`config.mk`:
```
export PLATFORM = sky130hd
export DESIGN_NAME = ps2_frame_receiver_fifo_unit
export DESIGN_NICKNAME = d
export VERILOG_FILES = /design/src/sv/ps2fr_pkg.sv /design/src/sv/ps2fr_front.sv /design/src/sv/ps2fr_queue.sv /design/src/sv/ps2fr_back.sv /design/src/sv/ps2_frame_receiver_fifo_unit.sv
export VERILOG_INCLUDE_DIRS = /design/src /design/src/sv
export SDC_FILE = /design/constraint.sdc
export NUM_CORES = 1
export LEC_CHECK = 0
export BUFFER_PORTS_ARGS = -buffer_cell sky130_fd_sc_hd__buf_2
export CORE_ASPECT_RATIO = 1.1
export CORE_MARGIN = 5
export CORE_UTILIZATION = 35
export CTS_BUF_LIST = sky130_fd_sc_hd__clkbuf_4
export CTS_CLUSTER_SIZE = 24
export DETAILED_ROUTE_END_ITERATION = 10
export PLACE_DENSITY_LB_ADDON = 0.1
export SLEW_MARGIN = 20
export SYNTH_ARGS = -nofsm -noshare
export SYNTH_HDL_FRONTEND = slang
export SYNTH_SLANG_ARGS = --single-unit
```
`constraint.sdc`:
```
create_clock -name clk -period 4.2 [get_ports clk]
set_input_delay 0.63 -clock clk [delete_from_list [all_inputs] [get_ports clk]]
set_output_delay 0.63 -clock clk [all_outputs]
set_load 0.005 [all_outputs]
```
`src/sv/assert_macros.svh`:
```
// assertion helpers shared by the rtl modules
`ifndef ASSERT_MACROS_SVH
`define ASSERT_MACROS_SVH

// property that holds in every cycle out of reset
`define ASSERT_ALWAYS(label, prop, msg) \
    label: assert property (@(posedge clk) disable iff (!rst_n) (prop)) else $error(msg);

// consequent holds in the cycle after the antecedent
`define ASSERT_NEXT(label, ante, cons, msg) \
    label: assert property (@(posedge clk) disable iff (!rst_n) (ante) |=> (cons)) \
        else $error(msg);

`endif

```
`src/sv/ps2fr_pkg.sv`:
```
`timescale 1ns / 1ps
`default_nettype none

package ps2fr_pkg;

    // event kinds on the input stream
    localparam logic [1:0] KIND_CLOCK = 2'd0;
    localparam logic [1:0] KIND_TICK  = 2'd1;
    localparam logic [1:0] KIND_READ  = 2'd2;
    localparam logic [1:0] KIND_CLEAR = 2'd3;

    // frame status codes on the result stream
    localparam logic [2:0] STAT_NONE      = 3'd0;
    localparam logic [2:0] STAT_STORED    = 3'd1;
    localparam logic [2:0] STAT_PARITY    = 3'd2;
    localparam logic [2:0] STAT_FULL      = 3'd3;
    localparam logic [2:0] STAT_START_ERR = 3'd4;

    // frame layout: start, 8 data, parity, stop
    localparam logic [3:0]  BIT_LAST      = 4'd10;
    localparam logic [15:0] TIMER_MAX     = 16'hFFFF;
    localparam logic [15:0] TIMEOUT_RESET = 16'd100;

    // request from the frame front end to the buffer back end
    typedef enum logic [2:0] {
        OP_NONE,
        OP_PUSH,
        OP_PARITY_ERR,
        OP_START_ERR,
        OP_READ,
        OP_CLEAR
    } op_t;

    typedef struct packed {
        op_t        op;
        logic [7:0] data;
    } cmd_t;

endpackage

`default_nettype wire

```
`src/sv/ps2fr_front.sv`:
```
`timescale 1ns / 1ps
`default_nettype none

`include "assert_macros.svh"

module ps2fr_front (
    input  wire logic              clk,
    input  wire logic              rst_n,
    input  wire logic              take,
    input  wire logic [1:0]        kind,
    input  wire logic              data_bit,
    input  wire logic [15:0]       idle_timeout,
    output ps2fr_pkg::cmd_t        cmd
);

    logic [3:0]  pos_reg,    pos_next;
    logic [10:0] shift_reg,  shift_next;
    logic        par_reg,    par_next;
    logic [15:0] timer_reg,  timer_next;

    logic [3:0]  pos_eff;
    logic [10:0] shift_eff;
    logic        par_eff;
    logic        timed_out;
    logic        par_final;

    // abandon a stale partial frame before taking the bit
    assign timed_out = (pos_reg != 4'd0) && (timer_reg > idle_timeout);
    assign pos_eff   = timed_out ? 4'd0  : pos_reg;
    assign shift_eff = timed_out ? 11'd0 : shift_reg;
    assign par_eff   = timed_out ? 1'b0  : par_reg;

    // stop bit counted and then removed again
    assign par_final = par_eff ^ data_bit ^ 1'b1;

    // classify the event and advance the frame state
    always_comb
    begin
        pos_next   = pos_reg;
        shift_next = shift_reg;
        par_next   = par_reg;
        timer_next = timer_reg;
        cmd.op     = ps2fr_pkg::OP_NONE;
        cmd.data   = shift_eff[8:1];
        case (kind)
            ps2fr_pkg::KIND_CLOCK:
            begin
                if (pos_eff == ps2fr_pkg::BIT_LAST)
                begin
                    cmd.op     = par_final ? ps2fr_pkg::OP_PUSH : ps2fr_pkg::OP_PARITY_ERR;
                    pos_next   = 4'd0;
                    shift_next = 11'd0;
                    par_next   = 1'b0;
                end
                else if ((pos_eff == 4'd0) && data_bit)
                begin
                    cmd.op     = ps2fr_pkg::OP_START_ERR;
                    pos_next   = 4'd0;
                    shift_next = 11'd0;
                    par_next   = 1'b0;
                end
                else
                begin
                    shift_next          = shift_eff;
                    shift_next[pos_eff] = shift_eff[pos_eff] | data_bit;
                    par_next            = par_eff ^ data_bit;
                    pos_next            = pos_eff + 4'd1;
                    timer_next          = 16'd0;
                end
            end
            ps2fr_pkg::KIND_TICK:
            begin
                if (timer_reg != ps2fr_pkg::TIMER_MAX)
                begin
                    timer_next = timer_reg + 16'd1;
                end
            end
            ps2fr_pkg::KIND_READ:
            begin
                cmd.op = ps2fr_pkg::OP_READ;
            end
            ps2fr_pkg::KIND_CLEAR:
            begin
                cmd.op = ps2fr_pkg::OP_CLEAR;
            end
            default:
            begin
                cmd.op = ps2fr_pkg::OP_NONE;
            end
        endcase
    end

    // frame state registers
    always_ff @(posedge clk or negedge rst_n)
    begin
        if (!rst_n)
        begin
            pos_reg   <= 4'd0;
            shift_reg <= 11'd0;
            par_reg   <= 1'b0;
            timer_reg <= 16'd0;
        end
        else if (take)
        begin
            pos_reg   <= pos_next;
            shift_reg <= shift_next;
            par_reg   <= par_next;
            timer_reg <= timer_next;
        end
    end

    `ASSERT_ALWAYS(a_pos_range, pos_reg <= ps2fr_pkg::BIT_LAST, "bit position past stop bit")
    `ASSERT_NEXT(a_idle_frame_clear, pos_reg == 4'd0, shift_reg == 11'd0 || pos_reg != 4'd0,
        "frame bits left while awaiting start")

endmodule

`default_nettype wire

```
`src/sv/ps2fr_queue.sv`:
```
`timescale 1ns / 1ps
`default_nettype none

`include "assert_macros.svh"

module ps2fr_queue (
    input  wire logic              clk,
    input  wire logic              rst_n,
    input  wire logic              push,
    input  wire ps2fr_pkg::cmd_t   push_cmd,
    output logic                   ready,
    input  wire logic              pop,
    output logic                   valid,
    output ps2fr_pkg::cmd_t        pop_cmd
);

    ps2fr_pkg::cmd_t entry_reg [2];
    logic       wr_idx_reg, wr_idx_next;
    logic       rd_idx_reg, rd_idx_next;
    logic [1:0] count_reg,  count_next;

    assign ready   = (count_reg != 2'd2);
    assign valid   = (count_reg != 2'd0);
    assign pop_cmd = entry_reg[rd_idx_reg];

    // pointer and occupancy update
    always_comb
    begin
        wr_idx_next = push ? ~wr_idx_reg : wr_idx_reg;
        rd_idx_next = pop  ? ~rd_idx_reg : rd_idx_reg;
        count_next  = count_reg + {1'b0, push} - {1'b0, pop};
    end

    always_ff @(posedge clk or negedge rst_n)
    begin
        if (!rst_n)
        begin
            wr_idx_reg <= 1'b0;
            rd_idx_reg <= 1'b0;
            count_reg  <= 2'd0;
        end
        else
        begin
            wr_idx_reg <= wr_idx_next;
            rd_idx_reg <= rd_idx_next;
            count_reg  <= count_next;
        end
    end

    // entry storage
    always_ff @(posedge clk)
    begin
        if (push)
        begin
            entry_reg[wr_idx_reg] <= push_cmd;
        end
    end

    `ASSERT_ALWAYS(a_count_range, count_reg != 2'd3, "queue count overflow")
    `ASSERT_ALWAYS(a_ptr_match, (count_reg == 2'd1) == (wr_idx_reg != rd_idx_reg),
        "queue pointers disagree with count")

endmodule

`default_nettype wire

```
`src/sv/ps2fr_back.sv`:
```
`timescale 1ns / 1ps
`default_nettype none

`include "assert_macros.svh"

module ps2fr_back #(
    parameter int BUFFER_DEPTH = 16
) (
    input  wire logic              clk,
    input  wire logic              rst_n,
    input  wire logic              cmd_valid,
    input  wire ps2fr_pkg::cmd_t   cmd,
    output logic                   cmd_pop,
    output logic [7:0]             read_data,
    output logic                   read_valid,
    output logic [3:0]             fill_count,
    output logic [2:0]             frame_status,
    output logic                   out_valid,
    input  wire logic              out_ready
);

    localparam int PW = $clog2(BUFFER_DEPTH);
    localparam int FW = PW + 1;
    localparam logic [PW-1:0] PTR_LAST = PW'(BUFFER_DEPTH - 1);
    localparam logic [FW-1:0] FILL_MAX = FW'(BUFFER_DEPTH - 1);
    localparam logic [FW-1:0] DEPTH_W  = FW'(BUFFER_DEPTH);

    logic [7:0] mem [BUFFER_DEPTH];

    logic [PW-1:0] wp_reg, wp_next;
    logic [PW-1:0] rp_reg, rp_next;
    logic          out_valid_reg, out_valid_next;
    logic [7:0]    data_reg;
    logic          rvalid_reg;
    logic [3:0]    fill_reg;
    logic [2:0]    status_reg;

    logic          take;
    logic          do_write;
    logic          do_pop;
    logic [FW-1:0] fill_cur;
    logic [FW-1:0] fill_next;
    logic [2:0]    status_next;

    // ring buffer occupancy
    function automatic logic [FW-1:0] fill_of(input logic [PW-1:0] w, input logic [PW-1:0] r);
        logic [FW-1:0] wx;
        logic [FW-1:0] rx;
        wx = {1'b0, w};
        rx = {1'b0, r};
        fill_of = (w >= r) ? (wx - rx) : (DEPTH_W - rx + wx);
    endfunction

    assign take     = cmd_valid && (!out_valid_reg || out_ready);
    assign cmd_pop  = take;
    assign fill_cur = fill_of(wp_reg, rp_reg);

    // carry out one request against the buffer
    always_comb
    begin
        wp_next     = wp_reg;
        rp_next     = rp_reg;
        do_write    = 1'b0;
        do_pop      = 1'b0;
        status_next = ps2fr_pkg::STAT_NONE;
        case (cmd.op)
            ps2fr_pkg::OP_PUSH:
            begin
                if (fill_cur < FILL_MAX)
                begin
                    do_write    = 1'b1;
                    wp_next     = (wp_reg == PTR_LAST) ? '0 : wp_reg + 1'b1;
                    status_next = ps2fr_pkg::STAT_STORED;
                end
                else
                begin
                    status_next = ps2fr_pkg::STAT_FULL;
                end
            end
            ps2fr_pkg::OP_PARITY_ERR:
            begin
                status_next = ps2fr_pkg::STAT_PARITY;
            end
            ps2fr_pkg::OP_START_ERR:
            begin
                status_next = ps2fr_pkg::STAT_START_ERR;
            end
            ps2fr_pkg::OP_READ:
            begin
                if (wp_reg != rp_reg)
                begin
                    do_pop  = 1'b1;
                    rp_next = (rp_reg == PTR_LAST) ? '0 : rp_reg + 1'b1;
                end
            end
            ps2fr_pkg::OP_CLEAR:
            begin
                wp_next = '0;
                rp_next = '0;
            end
            default:
            begin
                status_next = ps2fr_pkg::STAT_NONE;
            end
        endcase
        fill_next = fill_of(wp_next, rp_next);
    end

    // output slot handshake
    always_comb
    begin
        if (take)
        begin
            out_valid_next = 1'b1;
        end
        else if (out_ready)
        begin
            out_valid_next = 1'b0;
        end
        else
        begin
            out_valid_next = out_valid_reg;
        end
    end

    always_ff @(posedge clk or negedge rst_n)
    begin
        if (!rst_n)
        begin
            wp_reg        <= '0;
            rp_reg        <= '0;
            out_valid_reg <= 1'b0;
        end
        else
        begin
            out_valid_reg <= out_valid_next;
            if (take)
            begin
                wp_reg <= wp_next;
                rp_reg <= rp_next;
            end
        end
    end

    // byte store write port
    always_ff @(posedge clk)
    begin
        if (take && do_write)
        begin
            mem[wp_reg] <= cmd.data;
        end
    end

    // result payload with registered store read
    always_ff @(posedge clk)
    begin
        if (take)
        begin
            data_reg   <= do_pop ? mem[rp_reg] : 8'd0;
            rvalid_reg <= do_pop;
            fill_reg   <= 4'(fill_next);
            status_reg <= status_next;
        end
    end

    assign read_data    = data_reg;
    assign read_valid   = rvalid_reg;
    assign fill_count   = fill_reg;
    assign frame_status = status_reg;
    assign out_valid    = out_valid_reg;

    `ASSERT_ALWAYS(a_fill_bound, fill_cur < DEPTH_W, "buffer fill reached depth")
    `ASSERT_ALWAYS(a_no_write_full, !(take && do_write) || fill_cur < FILL_MAX,
        "byte written into a full buffer")
    `ASSERT_NEXT(a_pop_nonempty, take && do_pop, rvalid_reg && out_valid_reg,
        "popped byte not presented")

endmodule

`default_nettype wire

```
`src/sv/ps2_frame_receiver_fifo_unit.sv`:
```
// path: accepted requests pass the request queue, then the buffer side's output register
// throughput: one request per cycle while m_tready stays high; the two-entry request
//   queue and the output register let the frame side and the buffer side stall apart
// reset: rst_n is asynchronous and active low; frame state, timer, pointers and
//   handshakes clear at once and idle_timeout returns to 100; byte store is not cleared
`timescale 1ns / 1ps
`default_nettype none

module ps2_frame_receiver_fifo_unit #(
    parameter int BUFFER_DEPTH = 16
) (
    input  wire logic        clk,
    input  wire logic        rst_n,
    // configuration: idle_timeout
    input  wire logic        cfg_we,
    input  wire logic [15:0] cfg_wdata,
    // input stream
    input  wire logic        s_tvalid,
    output logic             s_tready,
    input  wire logic [7:0]  s_tdata,   // [0] data_bit, [7:1] zero
    input  wire logic [1:0]  s_tuser,   // [1:0] kind
    // result stream
    output logic             m_tvalid,
    input  wire logic        m_tready,
    output logic [15:0]      m_tdata    // [7:0] read_data, [8] read_valid,
                                        // [12:9] fill_count, [15:13] frame_status
);

    logic [15:0] idle_timeout_reg;

    ps2fr_pkg::cmd_t front_cmd;
    ps2fr_pkg::cmd_t back_cmd;
    logic            q_ready;
    logic            q_valid;
    logic            q_pop;
    logic            accept;

    logic [7:0] read_data;
    logic       read_valid;
    logic [3:0] fill_count;
    logic [2:0] frame_status;

    // timeout register
    always_ff @(posedge clk or negedge rst_n)
    begin
        if (!rst_n)
        begin
            idle_timeout_reg <= ps2fr_pkg::TIMEOUT_RESET;
        end
        else if (cfg_we)
        begin
            idle_timeout_reg <= cfg_wdata;
        end
    end

    assign s_tready = q_ready;
    assign accept   = s_tvalid && q_ready;

    // frame assembly and event classification
    ps2fr_front u_front (
        .clk          (clk),
        .rst_n        (rst_n),
        .take         (accept),
        .kind         (s_tuser),
        .data_bit     (s_tdata[0]),
        .idle_timeout (idle_timeout_reg),
        .cmd          (front_cmd)
    );

    // request queue between the two sides
    ps2fr_queue u_queue (
        .clk      (clk),
        .rst_n    (rst_n),
        .push     (accept),
        .push_cmd (front_cmd),
        .ready    (q_ready),
        .pop      (q_pop),
        .valid    (q_valid),
        .pop_cmd  (back_cmd)
    );

    // byte buffer and result register
    ps2fr_back #(
        .BUFFER_DEPTH (BUFFER_DEPTH)
    ) u_back (
        .clk          (clk),
        .rst_n        (rst_n),
        .cmd_valid    (q_valid),
        .cmd          (back_cmd),
        .cmd_pop      (q_pop),
        .read_data    (read_data),
        .read_valid   (read_valid),
        .fill_count   (fill_count),
        .frame_status (frame_status),
        .out_valid    (m_tvalid),
        .out_ready    (m_tready)
    );

    assign m_tdata = {frame_status, fill_count, read_valid, read_data};

endmodule

`default_nettype wire
```
==> metrics.md <==
| Metric | Value |
|---|---|
| Outcome | `finished, final reports clean` |
| Chip Width | `176.1 µm` |
| Number of filler cells placed in the layout | `2,895` |
| Layout Cell Area excl Fill | `12,070 µm²` |
| Average wire length per cell after detail routing | `18.52 µm` |
| Critical path buffer and inverter count | `2` |
| Vias per cell | `5.161` |
| Complex-gate fraction of the synthesized area | `11.27%` |
| Number of H-tree branching levels | `2` |
| Number of hold violations in the final report | `0` |
| Post-synth net total | `859` |
| Max FO, Critical Path | `7` |
| Clock Skews | `0.04027 ns` |
| Most common cell after layout, fill and taps aside | `edfxtp_1` |
| Post-detailed-routing wire length | `24,870 µm` |
| Multiplexer fraction of the synthesized cell area | `8.983%` |
| Detailed-placement wirelength estimate | `16,910 µm` |
| ANT nets after route | `0` |
| Worst hold margin | `0.1449 ns` |
| Crit path arrival time | `4.13 ns` |
| GR Util met3 | `3.213%` |
| EDFF count, synth | `166` |
| Longest individual stage delay on the worst path | `0.45 ns` |
| Class of the tightest hold or removal check | `in2reg` |
| Area share of and/or/nand/nor cells after synthesis | `9.795%` |
| Post-synthesis adder-cell area fraction | `4.309%` |
| Sequential cell area fraction in the yosys report | `61.30%` |
| Clock period minus final worst setup slack | `3.707 ns` |
| DRT Pass-1 Iters | `5` |
| Number of warnings printed during yosys synthesis | `0` |
| Setup slack of the most critical reg-to-reg path | `0.49 ns` |
| Fraction of post-synthesis cell area in the top cell type by area | `46.90%` |
| Pin count of the biggest net entering global routing | `51` |
| Depth of the worst hold-timing path | `3` |
| Cell Chain, Critical Path | `inv_1 -> ha_1 -> inv_1 -> fa_1 -> xor2_1 -> nand4b_1 -> and4_1 -> or3_1 -> ha_1 -> a21o_1 -> a21oi_1 -> xor2_1 -> xnor2_1` |
| Setup crit start kind | `flop` |
| Switching share of total power | `34.32%` |
| Worst skew pair latency | `0.70 ns` |
| Total power | `7.344 mW` |
| # Max-Cap Violations | `0` |
| Number of placed instances with taps included | `1,227` |
| Fraction of synthesized cell area in xor and xnor cells | `0.9065%` |
| Top cells by area in the synthesized netlist | `edfxtp_1 47%, dfrtp_1 14%, mux4_2 4.5%` |
| Placed instance area | `11,290 µm²` |
| LEAKAGE | `4.570 nW` |
| Power share of the clock group | `25.9%` |
| # IOs | `49` |
| Post-synthesis register bit count | `227` |
| Hold Path Sink | `idle_timeout_reg[15]$_DFFE_PN0P_` |
| Gpl congestion | `0.8832` |
| Core region area | `30,260 µm²` |
| Depth of the worst register-to-register path | `13` |
| Count of input and output buffers | `41` |
| Clock root cell | `clkbuf_4` |
| Vert. Die Dim | `192.8 µm` |
| Antenna violations before repair | `2` |
| Top Usage Layer GRT | `met2` |
| Relative max-transition margin | `36.50%` |
| Vias in the first global route | `7,256` |
| Kind of cell adding the most delay to the critical path | `adder cells` |
| Internal Power | `4.823 mW` |
| Distinct cell type count after synthesis | `71` |
| Worst Max-Slew Pin Slew | `0.9525 ns` |
| Clock-pin transition on the worst setup and hold timing paths | `0.07 ns` |
| Standard cell with the maximum stage delay on the critical path | `dfrtp_1` |
| Worst vdd rail ir drop | `0.2547 mV` |
| Max FFs per register | `128` |
| P&R area growth vs syn | `13.61%` |
| Proportion of synthesized flip-flops having asynchronous set or reset | `26.87%` |
| CTS sink cnt | `227` |
| Highest Clock Rate | `269.8 MHz` |
| Setup Buffers After CTS | `0` |
| Final routed DRC violation total | `0` |
| Classification of the worst setup path | `reg2reg` |
| Worst reg2reg startpoint | `u_back.wp_reg[0]$_DFFE_PN0P_` |
| Total die area | `33,950 µm²` |
| Combinational family with the most area after synthesis | `compound AO/OA/AOI/OAI gates` |
| Via Count | `6,931` |
| Grt total ovfl | `0` |
| Number of nets in the finished design | `943` |
| GR Util met2 | `25.97%` |
| Reported net switching power | `2.520 mW` |
| Worst-case setup slack after placement | `0.5397 ns` |
| Accumulated negative setup slack | `0 ns` |
| Netlist area before placement | `10,630 µm²` |
| Reg power frac | `42.2%` |
| Period utilization | `88.26%` |
| Number of rows created at floorplan | `67` |
| Initial Util | `35.12%` |
| Synthesized netlist cell count | `792` |
| Max-slew violations | `0` |
| Longest Clk Path Bufs | `3` |
| Unrepaired setup endpoints after global routing | `false` |
| Crit. End Element | `flop` |
| Primary flip-flop cell chosen by synthesis mapping | `edfxtp_1` |
| Total GRT Usage | `14.68%` |
| Combinational share of power | `31.9%` |
| Clock buffers created by TritonCTS | `60` |
| Fin worst setup slack | `0.4930 ns` |
| Most used cells in the layout excluding fill and tap cells | `166 x edfxtp_1, 83 x clkbuf_4, 57 x dfrtp_1` |
| Mean cell area of the mapped netlist | `13.42 µm²` |
| Worst hold path startpoint | `cfg_wdata[15]` |
| Most area-hungry cell type in the Yosys netlist | `edfxtp_1` |
| Clock tree from TritonCTS | `built` |
| Share of layout cells above drive strength 1 | `21.79%` |
| PD cells | `608.2 nW/µm²` |
| Grt met1 use | `17.26%` |
| Non-filler instance count after layout | `1,343` |
| Required time reported for the critical path endpoint | `4.62 ns` |
| Worst flop-to-flop path endpoint | `u_back.fill_count[3]$_DFFE_PP_` |
| Total of endpoints with negative setup slack in the final report | `0` |
| Initial detailed-routing violation count | `325` |
| Wire length of the first global-routing pass | `39,190 µm` |
| Utilization after layout | `39.90%` |
-- power by group through the flow --
stage          clock, mW  sequential [mW]  combinational, mW
3_5_place_dp           0             3.15               2.37
3_3_place_gp           0             3.13               2.29
5_1_grt             2.10             3.13               2.63
4_1_cts             1.99             3.10               2.39
2_1_floorplan          0             3.07               1.70
6_report            1.90             3.10               2.34
-- worst max-delay path by stage --
stage	start	endpoint	slack, ns	cells past startpoint
after floorplan	u_back.rp_reg[3]$_DFFE_PN0P_	u_back.fill_count[3]$_DFFE_PP_	0.76	13
after global placement	u_back.wp_reg[0]$_DFFE_PN0P_	u_back.fill_count[3]$_DFFE_PP_	0.65	13
after detailed placement	u_back.wp_reg[0]$_DFFE_PN0P_	u_back.fill_count[3]$_DFFE_PP_	0.54	13
after CTS	u_back.wp_reg[0]$_DFFE_PN0P_	u_back.fill_count[3]$_DFFE_PP_	0.48	13
after global routing	u_back.wp_reg[0]$_DFFE_PN0P_	u_back.fill_count[3]$_DFFE_PP_	0.22	13
final	u_back.wp_reg[0]$_DFFE_PN0P_	u_back.fill_count[3]$_DFFE_PP_	0.49	13
-- routing by layer --
layer	wire length, µm	share of wire (%)
met1	10200	41
met2	12640	51
met3	1286	5.2
met4	745	3.0
met5	0	0
-- cell usage after synthesis (all sizes together), types with 7 or more instances --
cell    number
edfxtp     166
dfrtp       58
nand2       52
inv         49
o21ai       46
a21oi       45
ha          35
mux2i       33
and2        28
mux4        21
clkbuf      18
nand3       18
nor2        18
o31ai       18
buf         16
a221oi      15
nand4       15
mux2        12
or4         11
o22ai        9
a22oi        8
a31oi        8
and3         8
xnor2        8
nor4         7
-- what timing repair did --
action	in CTS	in global routing
gates resized for setup	0	0
hold buffers	1	0
hold endpoints to repair	25	0
-- worst min-delay path, delay by kind of cell --
| kind | cells | cell delay (ns) |
|---|---|---|
| buf+inv | 1 | 0.08 |
| compound gates | 1 | 0.06 |
| simple gates | 1 | 0.04 |
-- logic make-up after synthesis --
logic type | count (synthesis)
flops | 227
mux | 66
compound gates | 183
simple gates | 184
xor+xnor | 11
buf+inv | 85
fa+ha+maj | 36
-- final cells by class --
type | count | area (µm²) | area share (%)
timing repair buffer | 57 | 327.8 | 2.715
inverter | 50 | 187.7 | 1.554
clock buffer | 83 | 623.1 | 5.161
tap | 414 | 518.0 | 4.290
sequential | 227 | 6516 | 53.97
clock inverter | 30 | 148.9 | 1.233
antenna | 2 | 5.005 | 0.04145
multi-input combinational | 480 | 3747 | 31.04
(Power assumes the default switching activity.)
